===== src/rtl/core/yaz0_pkg.sv =====
// ----------------------------------------------------------------------------
// yaz0_pkg: shared types and constants of the Yaz0 decoder
// Holds the command that passes from the parser to the copy engine, plus
// the parser phase and engine state enums.
// ----------------------------------------------------------------------------
package yaz0_pkg;

  localparam int unsigned OutLanes   = 8;
  localparam int unsigned HistDepth  = 4096;
  localparam int unsigned HistAw     = 12;
  localparam int unsigned CmdqDepth  = 2;
  localparam logic [8:0]  LongLenAdd = 9'h012;
  localparam logic [8:0]  ShortLenAdd = 9'd2;

  typedef enum logic [1:0] {
    PH_CODE  = 2'd0,
    PH_BYTE1 = 2'd1,
    PH_BYTE2 = 2'd2,
    PH_EXTRA = 2'd3
  } phase_e;

  typedef enum logic [1:0] {
    BK_IDLE  = 2'd0,
    BK_ISSUE = 2'd1,
    BK_WRITE = 2'd2
  } back_state_e;

  // One run to produce: a literal or a copy, already clipped to the end.
  typedef struct packed {
    logic        is_lit;
    logic [7:0]  lit;
    logic [8:0]  len;
    logic [12:0] dist1;
    logic        bad;
    logic        done;
  } cmd_t;

endpackage


===== src/rtl/core/yaz0_cmdq.sv =====
// ----------------------------------------------------------------------------
// yaz0_cmdq: run command queue
// Small flip-flop FIFO between the parser and the copy engine.
// ----------------------------------------------------------------------------
module yaz0_cmdq (
  input  logic           clk_i,
  input  logic           rst_ni,
  input  logic           push_i,
  input  yaz0_pkg::cmd_t cmd_i,
  input  logic           pop_i,
  output logic           full_o,
  output logic           empty_o,
  output yaz0_pkg::cmd_t cmd_o
);

  localparam int unsigned Aw = $clog2(yaz0_pkg::CmdqDepth);

  yaz0_pkg::cmd_t  slot_q [yaz0_pkg::CmdqDepth];
  logic [Aw-1:0]   wp_q, rp_q;
  logic [Aw:0]     cnt_q;

  assign full_o  = (cnt_q == (Aw+1)'(yaz0_pkg::CmdqDepth));
  assign empty_o = (cnt_q == '0);
  assign cmd_o   = slot_q[rp_q];

  always_ff @(posedge clk_i) begin
    if (push_i) begin
      slot_q[wp_q] <= cmd_i;
    end
  end

  always_ff @(posedge clk_i or negedge rst_ni) begin
    if (!rst_ni) begin
      wp_q  <= '0;
      rp_q  <= '0;
      cnt_q <= '0;
    end else begin
      if (push_i) begin
        wp_q <= (wp_q == Aw'(yaz0_pkg::CmdqDepth - 1)) ? '0 : wp_q + 1'b1;
      end
      if (pop_i) begin
        rp_q <= (rp_q == Aw'(yaz0_pkg::CmdqDepth - 1)) ? '0 : rp_q + 1'b1;
      end
      if (push_i && !pop_i) begin
        cnt_q <= cnt_q + 1'b1;
      end else if (pop_i && !push_i) begin
        cnt_q <= cnt_q - 1'b1;
      end
    end
  end

  a_no_overflow: assert property (@(posedge clk_i) disable iff (!rst_ni)
    full_o |-> !push_i || pop_i) else $error("command queue overflow");
  a_no_underflow: assert property (@(posedge clk_i) disable iff (!rst_ni)
    empty_o |-> !pop_i) else $error("command queue underflow");
  a_cnt_range: assert property (@(posedge clk_i) disable iff (!rst_ni)
    cnt_q <= (Aw+1)'(yaz0_pkg::CmdqDepth)) else $error("queue count out of range");

endmodule


===== config.mk =====
export PLATFORM = sky130hd
export DESIGN_NAME = yaz0_cmdq
export DESIGN_NICKNAME = d
export VERILOG_FILES = /design/src/rtl/core/yaz0_pkg.sv /design/src/rtl/core/yaz0_cmdq.sv
export SDC_FILE = /design/constraint.sdc
export NUM_CORES = 1
export LEC_CHECK = 0
export ABC_CLOCK_PERIOD_IN_PS = 2700
export BUFFER_PORTS_ARGS = -buffer_cell sky130_fd_sc_hd__clkbuf_2
export CAP_MARGIN = 20
export CORE_UTILIZATION = 47
export DETAILED_ROUTE_END_ITERATION = 7
export PLACE_DENSITY = 0.8
export SLEW_MARGIN = 40
export SYNTH_ARGS = -nofsm -noshare
export SYNTH_HDL_FRONTEND = slang
export SYNTH_SLANG_ARGS = --single-unit

===== constraint.sdc =====
create_clock -name clk_i -period 2.7 [get_ports clk_i]
set_clock_uncertainty 0.15 [all_clocks]
set_input_delay 0.27 -clock clk_i [delete_from_list [all_inputs] [get_ports clk_i]]
set_output_delay 0.27 -clock clk_i [all_outputs]
set_load 0.02 [all_outputs]

After elaboration in Yosys (flattened, before gate mapping)
Memories as Yosys holds them, arrays and structs flattened.
Index checks and enable logic that the tools add are counted.
{"block": "op_classes", "magnitude_cmp": 0, "reduce_logical": 6, "add_sub_neg": 4, "n_eq_ne": 1, "multipliers": 0, "muxes": 6, "div": 0, "shift": 0, "bitwise_logic": 0}
{"cell": "$mux W1", "count": 4}
{"cell": "$mux W2", "count": 2}
{"cell": "$add A1 B1 Y1 const B", "count": 2}
{"cell": "$add A2 B1 Y2 const B", "count": 1}
{"cell": "$eq A2 B2 Y1 const B", "count": 1}
{"cell": "$logic_and A1 B1 Y1", "count": 2}
{"cell": "$logic_not A1 Y1", "count": 2}
{"cell": "$logic_not A2 Y1", "count": 1}
{"cell": "$reduce_bool A2 Y1", "count": 1}
{"cell": "$sub A2 B1 Y2 const B", "count": 1}
{"block": "word_totals", "mem_bits_rw": 66, "reg_bits": 4, "elab_cells": 21, "latch_bits": 0, "n_memories": 1, "mem_bits_ro": 0, "inputBits": 37}
{"name": "slot_q", "depth": 2, "width": 33, "read_ports": 1, "rd_ports_with_merged_regs": 0, "write_ports": 1, "line": "yaz0_cmdq.sv:18", "rtl": "yaz0_pkg::cmd_t slot_q [yaz0_pkg::CmdqDepth];"}

Depth between registers and ports, before layout
Gate-level depths: netlist (run 1).
{"block": "logic_depth", "ltp_word": 4, "depth_mapped": 5, "depth_no_buf": 5}

Least setup slack after synthesis (run 1)
Ideal clock, no wire load.
{"block": "synth_timing", "kind": "register to register", "startpoint": "register wp_q", "endpoint": "memory slot_q[0][0] in the netlist's numbering, enable pin", "t_required_ns": 2.123, "setup_ns": 0.427, "n_path_buf": 0, "slack_ns": 0.237, "t_arrival_ns": 1.886, "stages_incl_launch_ff": 2, "path_cell_list": "dfrtp_1 nor2b_1"}
{"element": "start: declaration", "line": "yaz0_cmdq.sv:19", "rtl": "logic [Aw-1:0] wp_q, rp_q;"}
{"element": "start signal: assignment", "line": "yaz0_cmdq.sv:39", "rtl": "wp_q <= (wp_q == Aw'(yaz0_pkg::CmdqDepth - 1)) ? '0 : wp_q + 1'b1;"}
{"element": "end: declaration", "line": "yaz0_cmdq.sv:18"}
No word-level cell before the write port.

==> results of run 1 <==
## final cells by class
class                      instances  area [um2]  area share
clock buffer                      12       155.1     0.04195
clock inverter                     4       45.04     0.01218
sequential                        70        2083      0.5633
multi-input combinational         44       570.5      0.1543
timing repair buffer             112       750.7      0.2030
tap                               72       90.09     0.02436
inverter                           1       3.754    0.001015
## power groups by stage
stage	Combinational [mW]	Clock, mW	Sequential [mW]
after CTS	1.26	0.834	1.58
after global placement	1.21	0	1.59
after detailed placement	1.22	0	1.61
final	1.26	0.820	1.58
after floorplan	1.03	0	1.53
after global routing	1.32	0.883	1.61
## sequential cells by signal, indices dropped and copies added, names as in the netlist
name / count
slot_q: 66
cnt_q: 2
rp_q: 1
wp_q: 1
## worst paths after layout
path                                       from                      end  slack [ns]
setup / recovery               rp_q$_DFFE_PN0P_                cmd_o[16]        0.46
hold / removal                           push_i         wp_q$_DFFE_PN0P_        0.04
setup reg to reg               wp_q$_DFFE_PN0P_  slot_q[0][25]$_DFFE_PP_        0.98
hold reg to reg            cnt_q[1]$_DFFE_PN0P_     cnt_q[1]$_DFFE_PN0P_        0.35
max in group asynchronous                rst_ni         rp_q$_DFFE_PN0P_        2.12
min in group asynchronous                rst_ni     cnt_q[1]$_DFFE_PN0P_        0.13
## metal layers
layer  GRT usage  vias up  part of all wire
met1      0.1852      688              0.41
met2      0.2939       57              0.52
li1            -      701                 -
met4     0.08333        0             0.015
met5           0        -                 0
met3     0.04651        8             0.057
## stage by stage
stage / cell area [um2] / cells / power, mW / worst slack (ns)
6_report: 3699 / 315 / 3.656 / 0.4620
3_5_place_dp: 3148 / 264 / 2.826 / 0.7897
5_1_grt: 3699 / 315 / 3.814 / 0.3614
2_1_floorplan: 2720 / 119 / 2.557 / 0.2373
3_3_place_gp: 3148 / 264 / 2.800 / 0.8243
4_1_cts: 3699 / 315 / 3.680 / 0.4222
## synth_stat cells (all sizes together)
master,number
xor2,4
buf,4
ha,1
and2,1
mux2,33
edfxtp,66
xnor2,1
nor2b,2
inv,1
dfrtp,4
nor2,2
## worst max-delay path: cells and delay by family, from the launching register on
family   cells  cell delay [ns]
flops        1             0.66
mux          1             0.33
buf+inv      2             0.49
## kinds of logic after synthesis
| kind of cell | count (synthesis) | synth area share |
|---|---|---|
| buf+inv | 5 | 0.02760 |
| simple gates | 5 | 0.009661 |
| mux | 33 | 0.1766 |
| fa+ha+maj | 1 | 0.004599 |
| xor+xnor | 5 | 0.01610 |
| flops | 70 | 0.7654 |
## timing repair
action,4_1_cts,5_1_grt
buffers inserted,0,0
hold buffers,35,0
endpoints found under the hold margin,71,0
==> impl_metrics.env, run 1 <==
export IMPL_run_status="completed"
export IMPL_path_class="register to output pin"
export IMPL_clock_sink_count=70
export IMPL_gp_congestion=0.6386
export IMPL_start_util=0.4910
export IMPL_fillCellCount=386
export IMPL_worstPathArrival_ns=1.82
export IMPL_p_leak_nw=1.546
export IMPL_ant_nets=0
export IMPL_swShare=0.3108
export IMPL_critPathLaunchType="register"
export IMPL_clk_pin_slew_worst_paths_ns=0.07
export IMPL_htreeDepth=3
export IMPL_synth_area_leaders="edfxtp_1, mux2_4, dfrtp_1"
export IMPL_routedWlPerCell_um=14.72
export IMPL_cts_buffer_depth=2
export IMPL_grt_antenna_before_repair=0
export IMPL_grt_max_degree=20
export IMPL_io_buffers=71
export IMPL_clockRootBuffer="clkbuf_8"
export IMPL_seq_area_frac_synth=0.7654
export IMPL_yosysWarnings=0
export IMPL_cts_buffers=9
export IMPL_dieArea_mm2=0.006096
export IMPL_synthCells=119
export IMPL_vias=1454
export IMPL_maxSlewViolCount=0
export IMPL_comb_power_share=0.343
export IMPL_avgSynthCellArea_um2=22.86
export IMPL_hpwlAfterDp_um=2830
export IMPL_power_density_mw_per_mm2=988.6
export IMPL_die_w_um=78.08
export IMPL_min_period_ns=2.238
export IMPL_power_switching_mw=1.136
export IMPL_grt_ovfl_total=0
export IMPL_synth_nets=157
export IMPL_ir_drop_uv=496.2
export IMPL_drc=0
export IMPL_first_iter_violations=68
export IMPL_drt_total_wl_um=4638
export IMPL_worstPathRequired_ns=2.28
export IMPL_die_height_um=78.08
export IMPL_crit_path_max_incr_delay_ns=0.66
export IMPL_crit_fanout=16
export IMPL_p_clk_frac=0.224
export IMPL_rsz0062_at_grt="false"
export IMPL_row_count=27
export IMPL_post_cts_resized=0
export IMPL_synth_cell_types=13
export IMPL_final_cell_mix="clkbuf_2, edfxtp_1, dlygate4sd3_1"
export IMPL_syn_cell_area_mm2=0.002720
export IMPL_hold_class="input port to register"
export IMPL_p_int_mw=2.520
export IMPL_core_area_mm2=0.005540
export IMPL_clock_latency_ns=0.33
export IMPL_firstDrtPassIters=4
export IMPL_netlist_area_leader_share=0.7286
export IMPL_setup_viol=0
export IMPL_fin_crit_sh=0.8289
export IMPL_worstHoldPathCells=2
export IMPL_ys_ff_latch=70
export IMPL_viasPerCell=4.616
export IMPL_tightestPinTransition_ns=0.5693
export IMPL_drive_gt1_frac=0.5226
export IMPL_area_growth_pct=35.97
export IMPL_fmax_ghz=0.4468
export IMPL_fin_util=0.6676
export IMPL_slew_headroom=0.6197
export IMPL_seqPwrFrac=0.433
export IMPL_track_usage=0.1670
export IMPL_setup_tns_ns=0
export IMPL_cts_tree="yes"
export IMPL_whs_ns=0.04469
export IMPL_finalHoldViolations=0
export IMPL_crit_chain="buf_4, mux2_4, clkbuf_2"
export IMPL_grt_pass1_vias=1547
export IMPL_final_common_cell="clkbuf_2"
export IMPL_cpMaxStageDelayCell="dfrtp_2"
export IMPL_io_pins=72
export IMPL_antennaDiodeCount=0
export IMPL_maxCapViolCount=0
export IMPL_critPathCaptureType="output pin"
export IMPL_grt_pass1_wl_um=7224
export IMPL_synth_top_area_cell="edfxtp_1"
export IMPL_fin_nets=276
export IMPL_reg2regPathDepth=2
(Power assumes the default switching activity.)
==> run 2: changes to the inputs <==
- ABC_CLOCK_PERIOD_IN_PS: 2700 -> 2300
- CORE_UTILIZATION: 47 -> 52
- PLACE_DENSITY: 0.8 -> 0.84
- clock period: 2.7 -> 2.3 ns (I/O delays scaled with it)
==> impl_metrics.env, run 2 (synthesis gave the netlist of run 1 again) <==
export IMPL_tightestPinTransition_ns=0.5232
export IMPL_grt_pass1_vias=1572
export IMPL_placedCellCount=256
export IMPL_swShare=0.3091
export IMPL_drc=0
export IMPL_fin_util=0.7608
export IMPL_maxCapViolCount=0
export IMPL_track_usage=0.1911
export IMPL_p_clk_frac=0.234
export IMPL_gp_congestion=0.6514
export IMPL_largest_registers="slot_q: 66 flops, cnt_q: 2 flops"
export IMPL_vias=1484
export IMPL_crit_chain="buf_12, mux2_4, clkbuf_2"
export IMPL_run_status="completed"
export IMPL_start_util=0.5574
export IMPL_final_common_cell="clkbuf_2"
export IMPL_setup_viol=0
export IMPL_htreeDepth=3
export IMPL_critPathCaptureType="output pin"
export IMPL_power_mw=4.379
export IMPL_firstDrtPassIters=4
export IMPL_comb_power_share=0.336
export IMPL_clk_pin_slew_worst_paths_ns=0.07
export IMPL_area_growth_pct=36.48
export IMPL_dieArea_mm2=0.005524
export IMPL_worstPathRequired_ns=1.92
export IMPL_critPathLaunchType="register"
export IMPL_power_switching_mw=1.353
export IMPL_path_class="register to output pin"
export IMPL_grt_antenna_before_repair=0
export IMPL_hpwlAfterDp_um=2903
export IMPL_ant_nets=0
export IMPL_p_leak_nw=1.542
export IMPL_postCtsSetupRepairBufs=0
export IMPL_clock_sink_count=70
export IMPL_viasPerCell=4.818
export IMPL_setup_tns_ns=0
export IMPL_worstPathArrival_ns=1.69
export IMPL_cp_num_buf_inv=2
export IMPL_final_cell_mix="clkbuf_2, edfxtp_1, dlygate4sd3_1"
export IMPL_ir_drop_uv=862.5
export IMPL_place_ws_ns=0.4347
export IMPL_drt_total_wl_um=4881
export IMPL_die_height_um=74.33
export IMPL_hold_class="input port to async pin"
export IMPL_clock_latency_ns=0.34
export IMPL_cts_tree="yes"
export IMPL_grt_pass1_wl_um=7272
export IMPL_core_area_mm2=0.004880
export IMPL_top_register="slot_q"
export IMPL_power_density_mw_per_mm2=1179
export IMPL_fin_nets=274
export IMPL_finalHoldViolations=0
export IMPL_crit_fanout=21
export IMPL_cts_buffer_depth=2
export IMPL_fmax_ghz=0.4821
export IMPL_io_pins=72
export IMPL_min_period_ns=2.074
export IMPL_fin_crit_sh=0.9019
export IMPL_die_w_um=74.33
export IMPL_finalWorstSetupSlack_ns=0.2257
export IMPL_p_int_mw=3.025
export IMPL_antennaDiodeCount=0
export IMPL_rsz0062_at_grt="false"
export IMPL_largest_reg_flops=66
export IMPL_io_buffers=71
export IMPL_clockRootBuffer="clkbuf_8"
export IMPL_seqPwrFrac=0.431
export IMPL_slew_headroom=0.6512
export IMPL_first_iter_violations=49
export IMPL_instances_no_fill=308
export IMPL_grt_ovfl_total=0
export IMPL_routedWlPerCell_um=15.85
export IMPL_crit_path_max_incr_delay_ns=0.67
export IMPL_grt_max_degree=34
export IMPL_cts_buffers=9
export IMPL_maxSlewViolCount=0
export IMPL_cpMaxStageDelayCell="dfrtp_4"
export IMPL_fillCellCount=292
export IMPL_row_count=25
export IMPL_path_delay_family="flip-flops"
export IMPL_drive_gt1_frac=0.5062
## run 2: final timing paths
kind,from,cells past startpoint,to,slack [ns]
max reg2reg,wp_q$_DFFE_PN0P_,2,slot_q[1][23]$_DFFE_PP_,0.66
min,rst_ni,2,cnt_q[1]$_DFFE_PN0P_,0.08
min reg2reg,cnt_q[1]$_DFFE_PN0P_,1,cnt_q[1]$_DFFE_PN0P_,0.35
max in group asynchronous,rst_ni,2,rp_q$_DFFE_PN0P_,1.78
max,rp_q$_DFFE_PN0P_,3,cmd_o[27],0.23
min in group clk_i,cnt_q[1]$_DFFE_PN0P_,1,cnt_q[1]$_DFFE_PN0P_,0.35
## run 2: stage by stage
stage | hold WS [ns] | instance area, um2
after global routing | 0.08060 | 3712
after global placement | -0.1124 | 3144
final | 0.07962 | 3712
after detailed placement | -0.1084 | 3144
after floorplan | -0.2156 | 2723
after CTS | 0.05853 | 3710
## run 2: cell type report
| class | count | area (um2) | area share |
|---|---|---|---|
| Sequential cell | 70 | 2086 | 0.5618 |
| Timing Repair Buffer | 110 | 763.2 | 0.2056 |
| Multi-Input combinational cell | 44 | 570.5 | 0.1537 |
| Clock buffer | 11 | 131.4 | 0.03539 |
| Tap cell | 67 | 83.83 | 0.02258 |
| Clock inverter | 5 | 73.82 | 0.01989 |
| Inverter | 1 | 3.754 | 0.001011 |
## run 2: routing by layer
layer | up-vias | GRT usage | wire length, um
met5 | - | 0 | 0
met4 | 0 | 0.09644 | 110
met3 | 11 | 0.07046 | 339
met2 | 73 | 0.3141 | 2438
met1 | 708 | 0.2220 | 1993
li1 | 692 | - | -
## run 2: power by group through the flow
| stage | Clock (mW) | Combinational (mW) | Sequential (mW) |
|---|---|---|---|
| CTS | 1.04 | 1.48 | 1.89 |
| finish | 1.02 | 1.47 | 1.89 |
| detailed placement | 0 | 1.43 | 1.91 |
| global route | 1.09 | 1.56 | 1.91 |
| floorplan | 0 | 1.21 | 1.79 |
| global placement | 0 | 1.40 | 1.89 |
## run 2: repair_timing
action | CTS | global route
gates resized for setup | 0 | 1
setup endpoints to repair | 0 | 10
hold buffers | 36 | 0
endpoints found under the hold margin | 72 | 0
