==> src/rtl/core/yaz0_pkg.sv <==
// ----------------------------------------------------------------------------
// yaz0_pkg: shared types and constants of the Yaz0 decoder
// Holds the command that passes from the parser to the copy engine, plus
// the parser phase and engine state enums.
// ----------------------------------------------------------------------------
package yaz0_pkg;

  localparam int unsigned OutLanes   = 8;
  localparam int unsigned HistDepth  = 4096;
  localparam int unsigned HistAw     = 12;
  localparam int unsigned CmdqDepth  = 2;
  localparam logic [8:0]  LongLenAdd = 9'h012;
  localparam logic [8:0]  ShortLenAdd = 9'd2;

  typedef enum logic [1:0] {
    PH_CODE  = 2'd0,
    PH_BYTE1 = 2'd1,
    PH_BYTE2 = 2'd2,
    PH_EXTRA = 2'd3
  } phase_e;

  typedef enum logic [1:0] {
    BK_IDLE  = 2'd0,
    BK_ISSUE = 2'd1,
    BK_WRITE = 2'd2
  } back_state_e;

  // One run to produce: a literal or a copy, already clipped to the end.
  typedef struct packed {
    logic        is_lit;
    logic [7:0]  lit;
    logic [8:0]  len;
    logic [12:0] dist1;
    logic        bad;
    logic        done;
  } cmd_t;

endpackage

==> src/rtl/core/yaz0_front.sv <==
// ----------------------------------------------------------------------------
// yaz0_front: payload parser
// Tracks code bits and parse phase, builds one clipped run command per
// literal or back-reference and keeps the running output count.
// ----------------------------------------------------------------------------
module yaz0_front (
  input  logic              clk_i,
  input  logic              rst_ni,
  input  logic              cfg_we_i,
  input  logic [31:0]       expected_size_i,
  input  logic              accept_i,
  input  logic [7:0]        data_byte_i,
  output logic              push_o,
  output yaz0_pkg::cmd_t    cmd_o
);

  logic [31:0]      exp_q;
  logic [31:0]      bw_q, bw_d;
  logic [7:0]       code_q, code_d;
  logic [3:0]       bits_q, bits_d;
  yaz0_pkg::phase_e phase_q, phase_d;
  logic [11:0]      dist_q, dist_d;
  logic [3:0]       nib_q, nib_d;

  logic        active;
  logic        emit;
  logic        is_lit;
  logic [8:0]  len_raw;
  logic [8:0]  len;
  logic [31:0] room;
  logic [12:0] dist1;
  logic [3:0]  bits_dec;

  always_comb begin
    active   = bw_q < exp_q;
    room     = exp_q - bw_q;
    code_d   = code_q;
    bits_d   = bits_q;
    phase_d  = phase_q;
    dist_d   = dist_q;
    nib_d    = nib_q;
    emit     = 1'b0;
    is_lit   = 1'b0;
    len_raw  = 9'd1;
    unique case (phase_q)
      yaz0_pkg::PH_CODE: begin
        code_d  = data_byte_i;
        bits_d  = 4'd8;
        phase_d = yaz0_pkg::PH_BYTE1;
      end
      yaz0_pkg::PH_BYTE1: begin
        if (code_q[7]) begin
          emit   = 1'b1;
          is_lit = 1'b1;
        end else begin
          nib_d   = data_byte_i[7:4];
          dist_d  = {data_byte_i[3:0], 8'h00};
          phase_d = yaz0_pkg::PH_BYTE2;
        end
      end
      yaz0_pkg::PH_BYTE2: begin
        dist_d = {dist_q[11:8], data_byte_i};
        if (nib_q != 4'd0) begin
          emit    = 1'b1;
          len_raw = {5'd0, nib_q} + yaz0_pkg::ShortLenAdd;
        end else begin
          phase_d = yaz0_pkg::PH_EXTRA;
        end
      end
      yaz0_pkg::PH_EXTRA: begin
        emit    = 1'b1;
        len_raw = {1'b0, data_byte_i} + yaz0_pkg::LongLenAdd;
      end
      default: ;
    endcase
    // advance to the next flag after any run
    bits_dec = (bits_q != 4'd0) ? bits_q - 4'd1 : 4'd0;
    if (emit) begin
      code_d  = {code_q[6:0], 1'b0};
      bits_d  = bits_dec;
      phase_d = (bits_dec == 4'd0) ? yaz0_pkg::PH_CODE : yaz0_pkg::PH_BYTE1;
    end
    len   = (room < {23'd0, len_raw}) ? room[8:0] : len_raw;
    dist1 = {1'b0, dist_d} + 13'd1;
    bw_d  = bw_q + {23'd0, len};
  end

  assign push_o       = accept_i && active && emit;
  assign cmd_o.is_lit = is_lit;
  assign cmd_o.lit    = data_byte_i;
  assign cmd_o.len    = len;
  assign cmd_o.dist1  = dist1;
  assign cmd_o.bad    = !is_lit && ({19'd0, dist1} > bw_q);
  assign cmd_o.done   = ({23'd0, len} == room);

  always_ff @(posedge clk_i or negedge rst_ni) begin
    if (!rst_ni) begin
      exp_q   <= '0;
      bw_q    <= '0;
      code_q  <= '0;
      bits_q  <= '0;
      phase_q <= yaz0_pkg::PH_CODE;
      dist_q  <= '0;
      nib_q   <= '0;
    end else begin
      if (cfg_we_i) begin
        exp_q <= expected_size_i;
      end
      if (accept_i && active) begin
        code_q  <= code_d;
        bits_q  <= bits_d;
        phase_q <= phase_d;
        dist_q  <= dist_d;
        nib_q   <= nib_d;
        if (emit) begin
          bw_q <= bw_d;
        end
      end
    end
  end

endmodule

==> config.mk <==
export PLATFORM = sky130hd
export DESIGN_NAME = yaz0_front
export DESIGN_NICKNAME = d
export VERILOG_FILES = /design/src/rtl/core/yaz0_pkg.sv /design/src/rtl/core/yaz0_front.sv
export SDC_FILE = /design/constraint.sdc
export NUM_CORES = 1
export LEC_CHECK = 0
export ABC_AREA = 1
export ABC_CLOCK_PERIOD_IN_PS = 4900
export BUFFER_PORTS_ARGS = -buffer_cell sky130_fd_sc_hd__buf_2
export CORE_MARGIN = 2
export CORE_UTILIZATION = 50
export DETAILED_ROUTE_END_ITERATION = 6
export PLACE_DENSITY = 0.72
export SLEW_MARGIN = 20
export SYNTH_ARGS = -nofsm -noshare
export SYNTH_HDL_FRONTEND = slang
export SYNTH_SLANG_ARGS = --single-unit
==> constraint.sdc <==
create_clock -name clk_i -period 4.9 [get_ports clk_i]
set_input_delay 1.47 -clock clk_i [delete_from_list [all_inputs] [get_ports clk_i]]
set_output_delay 1.47 -clock clk_i [all_outputs]
set_load 0.01 [all_outputs]
# After elaboration in Yosys (flattened, before gate mapping)
# Index checks and enable logic that the tools add are counted.
# W data, S select, Z words.
# word_totals
memories	0
ff_bits	94
ramBits	0
out_inout_bits	34
in_bits	44
latchBits	0
romBits	0
# classes
eq_ne	6
magnitude_cmp	3
mux	19
mul	0
reduce_logical	14
bitwise	1
n_shift	0
div	0
add_sub_neg	6
# op_table
operator	count
$add A32 B9 Y32	1
$eq A9 B32 Y1	1
$gt A13 B32 Y1	1
$lt A32 B32 Y1	1
$lt A32 B9 Y1	1
$sub A32 B32 Y32	1
$pmux W12 S2	1
$pmux W9 S2	1
$mux W8	2
$add A12 B1 Y13 const B	1
$mux W12	1
$mux W4	3
$reduce_bool A4 Y1	3
$add A8 B5 Y9 const B	1
$mux W9	1
$mux W2	3
$ne A3 B3 Y1 const B	2
$pmux W2 S3	1
$add A4 B2 Y5 const B	1
$mux W5	1
$eq A2 B2 Y1 const B	2
$logic_not A4 Y1	1
$mux W1	4
$reduce_and A2 Y1	2
other kinds (10)	12

# Longest topological paths before layout
# Gate-level depths: netlist of run 1.
# depth
ltp_word	6
ltp_mapped	37

# Worst setup path before layout of run 1
# No wires, ideal clock.
# synth_path
path_kind	input -> register
from	input port data_byte_i[1]
to	register bw_q[30]
path_slack_ns	-1.119
t_required_ns	4.777
n_path_buf	1
arrival_time_ns	5.896
setup_ns	0.123
path_stages	32
path_cell_list	ha_1 > nand2_1 > nand2_1 > nand2_1 > inv_1 > nor3_1 > inv_1 > ha_1 > a21oi_1 > nor2_1 > a211oi_1 > nand2_1 > a21oi_2 > nand3_4 > clkbuf_1 > o21ai_0 > ha_1 > inv_1 > fa_1 > o21ai_1 > a21oi_1 > o21ai_1 > nand2_1 > nand2_1 > nand2_1 > o21ai_1 > nand3b_1 > nor2_2 > nand2_2 > nor2_4 > nand3b_1 > xor2_1
# synth_rtl
element	line_no	text
start, declared	yaz0_front.sv:12	input logic [7:0] data_byte_i,
end signal, assigned	yaz0_front.sv:116	bw_q <= bw_d;
end, declared	yaz0_front.sv:18	logic [31:0] bw_q, bw_d;

==> results of run 1 <==
[cell families after synthesis]
group                      after synthesis
buffers and inverters                  269
xor gates and xnor gates                47
adders and majority gates               73
muxes                                   31
AOI/OAI and AO/OA                      132
and+or+nand+nor                        628
DFF                                     94
[per-layer routing]
| layer | global-route usage (%) | share of wire [%] |
|---|---|---|
| met1 | 35.4 | 38 |
| met2 | 53.3 | 51 |
| met3 | 3.59 | 5.5 |
| met4 | 13.0 | 5.5 |
| met5 | 0 | 0 |
[timing repair]
item                       4_1_cts  5_1_grt
pin swaps                       60       74
gates resized for setup         97      121
setup endpoints to repair       38       42
cloned                           2        0
buffers inserted                39       31
hold buffers                     0        0
[final timing paths]
path                                              from                endpoint  slack [ns]
worst max register to register    exp_q[0]$_DFFE_PN0P_    bw_q[30]$_DFFE_PN0P_       -0.62
min in group asynchronous                       rst_ni    exp_q[4]$_DFFE_PN0P_        1.21
worst min-delay path            dist_q[10]$_DFFE_PN0P_  dist_q[10]$_DFFE_PN0P_        0.49
worst max-delay path                    data_byte_i[1]                cmd_o[0]       -0.97
worst min register to register  dist_q[10]$_DFFE_PN0P_  dist_q[10]$_DFFE_PN0P_        0.49
max in group asynchronous                       rst_ni   exp_q[11]$_DFFE_PN0P_        2.82
[final cells by class]
type,count,area (um^2),share of cell area (%)
well taps,225,282,2.29
clock buffers,10,239,1.94
repair buffers,308,2370,19.3
clock inverters,6,93.8,0.764
inverters,245,922,7.50
multi-input cells,911,6030,49.0
flip-flops and latches,94,2350,19.1
[synth_stat cells (14+ instances only)]
library cell and instances:
nand2_2 15, nor3_1 23, mux2_2 31, a21oi_1 34, inv_2 21, xor2_1 37
inv_1 224, o21ai_0 60, nand2_1 381, dfrtp_1 94, nand4_1 14, nor2_1 83
nand3_1 64, ha_1 71
[metrics by stage]
stage	util, %	cells	setup TNS (ns)
6_report	72.1	1799	-21.02
5_1_grt	72.1	1799	-30.52
4_1_cts	68.4	1780	-16.87
3_5_place_dp	62.1	1724	-27.87
3_3_place_gp	62.1	1724	-24.98
2_1_floorplan	-	1274	-8.42
[sequential cells by signal (all words and copies together), names as in the netlist]
name	cells
bits_q	4
bw_q	32
code_q	8
dist_q	12
exp_q	32
nib_q	4
phase_q	2
[tightest hold or removal path, cell delays in order (launching register included)]
cell and delay, ns:
dfrtp_1 0.34, nand2_1 0.05, o21ai_0 0.06
[where the power goes]
group | internal (mW) | switching [mW] | total (mW) | leakage, nW
logic | 2.38 | 2.84 | 5.22 | 5.38
clock network | 0.466 | 0.333 | 0.799 | 0.165
registers | 0.956 | 0.120 | 1.08 | 1.12
==> flow_metrics.env, run 1 <==
export IMPL_status="complete, but fails checks"
export IMPL_failed_checks="setup timing"
export IMPL_io_pins=78
export IMPL_yosysUniqueCellTypes=47
export IMPL_cts_sinks=94
export IMPL_post_route_period_util_pct=120
export IMPL_path_class="primary input to output pin"
export IMPL_clockRootBuffer="clkbuf_16"
export IMPL_grt_setup_unrepaired="true"
export IMPL_arrival_ns=4.40
export IMPL_cap_violations=0
export IMPL_gp_congestion=0.931
export IMPL_diodes=0
export IMPL_grt_pass1_wl_um=42500
export IMPL_crit_chain="buf_8 -> buf_4 -> nand3_1 -> nand2_1 -> nand2_1 -> nor2_1 -> inv_1 -> nand3_1 -> ha_4 -> nand2_4 -> nor2_4 -> a211oi_2 -> nand2_2 -> a21oi_4 -> nand3_4 -> buf_12 -> buf_12 -> buf_4 -> nand3_2 -> nand2_1 -> nor2_1 -> nand3_1 -> nor2_2 -> buf_2"
export IMPL_synth_top_cell_area_share_pct=27.3
export IMPL_startpoint_type="primary input"
export IMPL_synthSimpleGateAreaFrac_pct=32.2
export IMPL_crit_required_ns=3.43
export IMPL_holdWs_ns=0.487
export IMPL_antenna_found_initial=0
export IMPL_avgSynthCellArea_um2=6.76
export IMPL_die_h_um=135
export IMPL_rr_worst_depth=32
export IMPL_crit_family="simple AND/OR/NAND/NOR gates"
export IMPL_nets=1686
export IMPL_leakage_nw=6.66
export IMPL_hpwl_um=20200
export IMPL_clk_pin_slew_ns=0.07
export IMPL_crit_buf_inv=7
export IMPL_ys_flop_type="dfrtp_1"
export IMPL_portBuffers=77
export IMPL_slowest_delay_ns=0.30
export IMPL_cts_tree="done"
export IMPL_clk_path_buf_depth=2
export IMPL_peakVddDrop_mv=0.494
export IMPL_final_cell_mix="nand2_1 (352), inv_1 (217), buf_4 (195)"
export IMPL_place_worst_setup_slack_ns=-1.17
export IMPL_hold_viol=0
export IMPL_ys_ff_latch=94
export IMPL_synth_area_top_cells="dfrtp_1 (27%), nand2_1 (17%), ha_1 (10%)"
export IMPL_post_route_min_period_ns=5.87
export IMPL_min_path_type="register to register"
export IMPL_synth_xor_xnor_area_share_pct=4.78
export IMPL_netlist_top_cell_by_area="dfrtp_1"
export IMPL_cts_buffers_inserted=9
export IMPL_synth_edf_count=0
export IMPL_worstMarginPinSlew_ns=0.977
export IMPL_synth_net_count=1391
export IMPL_wire_per_inst_um=16.4
export IMPL_postLayoutCellArea_um2=12300
export IMPL_critPathMaxFanout=6
export IMPL_fill_cells=1267
export IMPL_drt_first_pass_iters=5
export IMPL_grt_use_total_pct=29.6
export IMPL_grt_pass1_vias=8798
export IMPL_clock_skew_ns=0.0179
export IMPL_layout_setup_ws_ns=-0.971
export IMPL_die_area_um2=18300
export IMPL_drive_gt1_share_pct=34.5
export IMPL_p_per_area_nw_per_um2=577
export IMPL_synth_compound_area_share_pct=8.68
export IMPL_via_count=9494
export IMPL_drcViolationCount=0
export IMPL_core_area_um2=17100
export IMPL_slew_headroom_pct=34.9
export IMPL_placed_cell_area_um2=10600
export IMPL_hold_depth=2
export IMPL_area_growth_syn_to_layout_pct=42.6
export IMPL_ys_async_sr_fraction_pct=100
export IMPL_yosys_warnings=0
export IMPL_insertion_delay_ns=0.36
export IMPL_p_total_mw=7.09
export IMPL_die_x_um=135
export IMPL_htreeDepth=3
export IMPL_cp_end_kind="output pin"
export IMPL_postRouteAntennaNets=0
export IMPL_grt_remaining_overflow=0
export IMPL_setup_viol=38
export IMPL_drt_wl_total_um=29500
export IMPL_grt_max_degree=67
export IMPL_crit_slowest_cell="ha_4"
export IMPL_vias_per_cell=5.28
export IMPL_final_max_slew_violation_count=0
export IMPL_synth_fa_ha_area_share_pct=10.8
export IMPL_worst_path_stages=24
export IMPL_final_common_cell="nand2_1"
export IMPL_syn_inst=1274
export IMPL_synth_top_family_by_area="simple AND/OR/NAND/NOR gates"
export IMPL_clock_fmax_mhz=170
export IMPL_initial_utilization_pct=50.5
export IMPL_synth_area_mux_share_pct=4.05
export IMPL_drtIter0Drc=558
export IMPL_rows=48
export IMPL_synthesis_area_um2=8620
export IMPL_ys_seq_area_share_pct=27.3
Power figures use the tool's default switching activity.
==> run 2: changes to the inputs <==
--- a/config.mk
+++ b/config.mk
@@ -6,12 +6,12 @@
 export NUM_CORES = 1
 export LEC_CHECK = 0
 export ABC_AREA = 1
-export ABC_CLOCK_PERIOD_IN_PS = 4900
+export ABC_CLOCK_PERIOD_IN_PS = 7600
 export BUFFER_PORTS_ARGS = -buffer_cell sky130_fd_sc_hd__buf_2
 export CORE_MARGIN = 2
 export CORE_UTILIZATION = 50
 export DETAILED_ROUTE_END_ITERATION = 6
-export PLACE_DENSITY = 0.72
+export PLACE_DENSITY = 0.69
 export SLEW_MARGIN = 20
 export SYNTH_ARGS = -nofsm -noshare
 export SYNTH_HDL_FRONTEND = slang
==> constraint.sdc (replaced) <==
create_clock -name clk_i -period 7.6 [get_ports clk_i]
set_input_delay 2.28 -clock clk_i [delete_from_list [all_inputs] [get_ports clk_i]]
set_output_delay 2.28 -clock clk_i [all_outputs]
set_load 0.01 [all_outputs]
==> flow_metrics.env, run 2 (synthesized netlist as in run 1, its figures left out) <==
export IMPL_rr_worst_depth=31
export IMPL_area_growth_syn_to_layout_pct=11.9
export IMPL_insertion_delay_ns=0.35
export IMPL_drive_gt1_share_pct=16.3
export IMPL_startpoint_type="primary input"
export IMPL_drtIter0Drc=657
export IMPL_status="finished clean"
export IMPL_crit_required_ns=5.32
export IMPL_clockRootBuffer="clkbuf_16"
export IMPL_final_max_slew_violation_count=0
export IMPL_rrSetupSlack_ns=1.40
export IMPL_gp_congestion=0.950
export IMPL_path_class="primary input to output pin"
export IMPL_stdcell_count=1577
export IMPL_placed_cells=1558
export IMPL_peakVddDrop_mv=0.162
export IMPL_clock_fmax_mhz=132
export IMPL_vias_per_cell=5.17
export IMPL_cap_violations=0
export IMPL_slew_headroom_pct=45.3
export IMPL_r2r_end="bw_q[30]$_DFFE_PN0P_"
export IMPL_cts_tree="done"
export IMPL_post_route_period_util_pct=99.5
export IMPL_drt_wl_total_um=23800
export IMPL_holdWs_ns=0.497
export IMPL_wire_per_inst_um=15.1
export IMPL_arrival_ns=5.28
export IMPL_via_count=8149
export IMPL_diodes=0
export IMPL_placed_cell_area_um2=9200
export IMPL_die_h_um=135
export IMPL_die_x_um=135
export IMPL_initial_utilization_pct=50.5
export IMPL_seqCellArea_um2=2350
export IMPL_leakage_nw=5.29
export IMPL_cts_buffers_inserted=9
export IMPL_clock_skew_ns=0.00927
export IMPL_portBuffers=77
export IMPL_grt_use_total_pct=25.8
export IMPL_cp_end_kind="output pin"
export IMPL_core_area_um2=17100
export IMPL_startpoint="data_byte_i[1]"
export IMPL_drt_first_pass_iters=6
export IMPL_worstMarginPinSlew_ns=0.820
export IMPL_p_total_mw=3.13
export IMPL_grt_pass1_wl_um=36700
export IMPL_crit_reg2reg_launch="bw_q[1]$_DFFE_PN0P_"
export IMPL_setup_viol=0
export IMPL_clk_path_buf_depth=2
export IMPL_fill_cells=1694
export IMPL_cts_sinks=94
export IMPL_p_per_area_nw_per_um2=325
export IMPL_nets=1465
export IMPL_drcViolationCount=0
export IMPL_postRouteAntennaNets=0
export IMPL_antenna_found_initial=0
export IMPL_clk_pin_slew_ns=0.07
export IMPL_endpoint="cmd_o[0]"
export IMPL_critPathMaxFanout=8
export IMPL_min_path_type="register to register"
export IMPL_grt_pass1_vias=7264
export IMPL_die_area_um2=18300
export IMPL_grt_remaining_overflow=0
export IMPL_rows=48
export IMPL_hold_viol=0
export IMPL_top_regs="bw_q (32), exp_q (32), dist_q (12)"
export IMPL_htreeDepth=3
export IMPL_post_route_min_period_ns=7.56
export IMPL_hpwl_um=19000
export IMPL_final_common_cell="nand2_1"
export IMPL_grt_max_degree=61
export IMPL_final_cell_mix="nand2_1 (379), inv_1 (224), dfrtp_1 (94)"
export IMPL_multiInputGateArea_um2=5360
export IMPL_postLayoutCellArea_um2=9640
export IMPL_io_pins=78
export IMPL_cts_hold_fix_buffers=0
run 2: cell types whose count changed in the layout (fill, tap and decap cells not counted), sizes merged:
cell and delta:
clkinvlp +2, bufinv -2, clkbuf +1, nand3 +2, buf -224, clkinv -1
run 2: worst min-delay path by stage:
stage | to | depth (start not counted) | startpoint
global placement | dist_q[5]$_DFFE_PN0P_ | 2 | dist_q[5]$_DFFE_PN0P_
detailed placement | dist_q[11]$_DFFE_PN0P_ | 2 | dist_q[11]$_DFFE_PN0P_
global route | dist_q[7]$_DFFE_PN0P_ | 2 | dist_q[7]$_DFFE_PN0P_
floorplan | dist_q[0]$_DFFE_PN0P_ | 2 | dist_q[0]$_DFFE_PN0P_
CTS | dist_q[8]$_DFFE_PN0P_ | 2 | dist_q[8]$_DFFE_PN0P_
finish | dist_q[8]$_DFFE_PN0P_ | 2 | dist_q[8]$_DFFE_PN0P_
run 2: final cells by class:
type,count,share of cell area (%)
multi-input combinational,913,55.6
inverter,245,9.54
tap,225,2.92
clock buffer,10,2.48
sequential,94,24.4
clock inverter,5,0.350
timing repair buffer,85,4.67
run 2: timing repair:
action	CTS	global route
resized for setup	0	26
endpoints found under the hold margin	0	0
endpoints found under the setup margin	0	18
setup buffers	0	2
run 2: metrics by stage:
| step | utilization (%) | TNS, ns | setup WS (ns) |
|---|---|---|---|
| after floorplan | - | 0 | 0.555 |
| after global placement | 53.9 | 0 | 0.206 |
| after detailed placement | 53.9 | 0 | 0.0882 |
| after CTS | 55.5 | 0 | 0.0756 |
| after global routing | 56.5 | -0.184 | -0.124 |
| final | 56.5 | 0 | 0.0393 |
run 2: routing by layer:
metal,vias to the layer above,track usage (%),wire length [um]
li1,4164,-,-
met1,3667,32.9,10300
met2,273,44.6,11600
met3,45,3.97,1280
met4,0,8.51,669
met5,-,0,0
run 2: worst max-delay path, stage by stage:
cell and delay, ns:
clkbuf_4 0.16, ha_4 0.17, nand2_1 0.06, nand2_1 0.06, nand2_1 0.06, inv_1 0.05, nor3_1 0.12, buf_4 0.16
inv_1 0.06, ha_1 0.29, a21oi_1 0.18, nor2_1 0.09, a211oi_2 0.18, nand2_1 0.15, a21oi_4 0.31, nand3_4 0.22
nand3_2 0.11, nand2_1 0.05, nor2_1 0.16, nand3_1 0.13, nor2_2 0.11, buf_2 0.13
run 2: power by group:
group          switching, mW  total (mW)  internal (mW)
clock network          0.207       0.437          0.229
logic                   1.29        2.00          0.705
registers             0.0832       0.699          0.616
==> run 3: changes to the inputs <==
--- a/config.mk
+++ b/config.mk
@@ -8,10 +8,12 @@
 export ABC_AREA = 1
 export ABC_CLOCK_PERIOD_IN_PS = 7600
 export BUFFER_PORTS_ARGS = -buffer_cell sky130_fd_sc_hd__buf_2
+export CELL_PAD_IN_SITES_DETAIL_PLACEMENT = 0
+export CELL_PAD_IN_SITES_GLOBAL_PLACEMENT = 1
 export CORE_MARGIN = 2
-export CORE_UTILIZATION = 50
+export CORE_UTILIZATION = 47
 export DETAILED_ROUTE_END_ITERATION = 6
-export PLACE_DENSITY = 0.69
+export PLACE_DENSITY_LB_ADDON = 0.1
 export SLEW_MARGIN = 20
 export SYNTH_ARGS = -nofsm -noshare
 export SYNTH_HDL_FRONTEND = slang
==> flow_metrics.env, run 3 (synthesized netlist as in run 1, its figures left out) <==
export IMPL_clock_skew_ns=0.0122
export IMPL_layout_setup_ws_ns=0.227
export IMPL_via_count=7990
export IMPL_cts_sinks=94
export IMPL_pwr_share_comb_pct=62.6
export IMPL_place_worst_setup_slack_ns=0.117
export IMPL_vias_per_cell=5.04
export IMPL_postLayoutCoreUtil_pct=53.5
export IMPL_peakVddDrop_mv=0.210
export IMPL_slew_headroom_pct=44.8
export IMPL_rows=49
export IMPL_crit_required_ns=5.32
export IMPL_p_sw_share_pct=50.8
export IMPL_wire_per_inst_um=15.6
export IMPL_htreeDepth=3
export IMPL_grt_pass1_wl_um=39100
export IMPL_cts_tree="done"
export IMPL_top_regs="bw_q (32), exp_q (32), dist_q (12)"
export IMPL_initial_utilization_pct=48.0
export IMPL_status="finished clean"
export IMPL_fill_cells=1896
export IMPL_insertion_delay_ns=0.36
export IMPL_hpwl_um=20300
export IMPL_grt_use_total_pct=25.5
export IMPL_p_per_area_nw_per_um2=325
export IMPL_worstMarginPinSlew_ns=0.828
export IMPL_arrival_ns=5.09
export IMPL_die_h_um=139
export IMPL_stdcell_count=1586
export IMPL_clockRootBuffer="clkbuf_16"
export IMPL_diodes=0
export IMPL_leakage_nw=5.30
export IMPL_drcViolationCount=0
export IMPL_holdWs_ns=0.490
export IMPL_cap_violations=0
export IMPL_final_cell_mix="nand2_1 (380), inv_1 (224), dfrtp_1 (94)"
export IMPL_grt_pass1_vias=7607
export IMPL_die_area_um2=19400
export IMPL_area_growth_syn_to_layout_pct=11.6
export IMPL_gp_congestion=0.884
export IMPL_placed_cells=1566
export IMPL_grt_remaining_overflow=0
export IMPL_path_class="primary input to output pin"
export IMPL_hold_viol=0
export IMPL_multiInputGateArea_um2=5280
export IMPL_post_route_min_period_ns=7.37
export IMPL_antenna_found_initial=0
export IMPL_drt_first_pass_iters=5
export IMPL_drtIter0Drc=382
export IMPL_die_x_um=139
export IMPL_seqCellArea_um2=2350
export IMPL_postRouteAntennaNets=0
export IMPL_p_sw_mw=1.59
export IMPL_final_common_cell="nand2_1"
export IMPL_power_frac_clock_pct=15.1
export IMPL_post_route_period_util_pct=97.0
export IMPL_clk_pin_slew_ns=0.08
export IMPL_tns_ns=0
export IMPL_setup_viol=0
export IMPL_critPathMaxFanout=6
export IMPL_io_pins=78
export IMPL_power_frac_seq_pct=22.3
export IMPL_nets=1469
export IMPL_core_area_um2=18000
export IMPL_internal_power_mw=1.54
export IMPL_drive_gt1_share_pct=15.8
export IMPL_min_path_type="register to register"
export IMPL_portBuffers=77
export IMPL_cts_buffers_inserted=9
export IMPL_startpoint_type="primary input"
export IMPL_grt_max_degree=55
export IMPL_clk_path_buf_depth=2
export IMPL_drt_wl_total_um=24800
export IMPL_final_max_slew_violation_count=0
export IMPL_clock_fmax_mhz=136
export IMPL_cp_end_kind="output pin"
run 3: what timing repair did:
| item | CTS | global route |
|---|---|---|
| setup buffers | 0 | 2 |
| setup endpoints to repair | 0 | 17 |
| gates resized for setup | 0 | 16 |
| hold buffers | 0 | 0 |
run 3: per-layer routing:
layer	up-vias	track usage, %	wire length [um]
li1	4161	-	-
met3	43	3.23	855
met1	3610	31.9	10900
met4	0	8.77	749
met5	-	0	0
met2	176	45.5	12300
run 3: worst paths after layout:
| path | slack, ns | startpoint | end | depth (start not counted) |
|---|---|---|---|---|
| max reg2reg | 1.58 | bw_q[1]$_DFFE_PN0P_ | bw_q[30]$_DFFE_PN0P_ | 31 |
| min in group asynchronous | 1.95 | rst_ni | bw_q[1]$_DFFE_PN0P_ | 1 |
| max in group asynchronous | 4.51 | rst_ni | exp_q[31]$_DFFE_PN0P_ | 2 |
| min | 0.49 | dist_q[0]$_DFFE_PN0P_ | dist_q[0]$_DFFE_PN0P_ | 2 |
| max | 0.23 | data_byte_i[1] | cmd_o[0] | 25 |
| min reg2reg | 0.49 | dist_q[0]$_DFFE_PN0P_ | dist_q[0]$_DFFE_PN0P_ | 2 |
run 3: metrics by stage:
step | area (um^2) | power, mW
finish | 9620 | 3.13
global route | 9620 | 3.44
CTS | 9530 | 3.08
detailed placement | 9230 | 2.60
global placement | 9230 | 2.58
floorplan | 8620 | 2.07
run 3: worst max-delay path, stage by stage:
cell and delay [ns]:
buf_2 0.15, ha_2 0.21, nand2_1 0.06, nand2_1 0.09, nand2_1 0.06, inv_1 0.06
nand2_1 0.06, nand2_1 0.06, nand2_1 0.06, nor2_2 0.11, inv_1 0.06, ha_1 0.30
nand2_1 0.09, nor2_1 0.06, a211oi_2 0.18, nand2_2 0.11, a21oi_4 0.19, buf_4 0.16
nand3_4 0.11, nand3_1 0.13, nand2_1 0.06, nor2_1 0.08, nand3_1 0.08, nor2_1 0.13
buf_2 0.15
run 3: power groups by stage:
| stage | Clock, mW | Sequential [mW] | Combinational (mW) |
|---|---|---|---|
| 3_5_place_dp | 0 | 0.707 | 1.89 |
| 6_report | 0.473 | 0.698 | 1.96 |
| 3_3_place_gp | 0 | 0.705 | 1.88 |
| 4_1_cts | 0.487 | 0.698 | 1.90 |
| 5_1_grt | 0.502 | 0.713 | 2.23 |
| 2_1_floorplan | 0 | 0.681 | 1.39 |
run 3: area by class of cell:
type	instances	area share, %
clock buffers	9	2.34
multi-input cells	913	54.9
repair buffers	89	4.97
clock inverters	7	0.755
inverters	245	9.56
well taps	229	2.98
flip-flops and latches	94	24.5
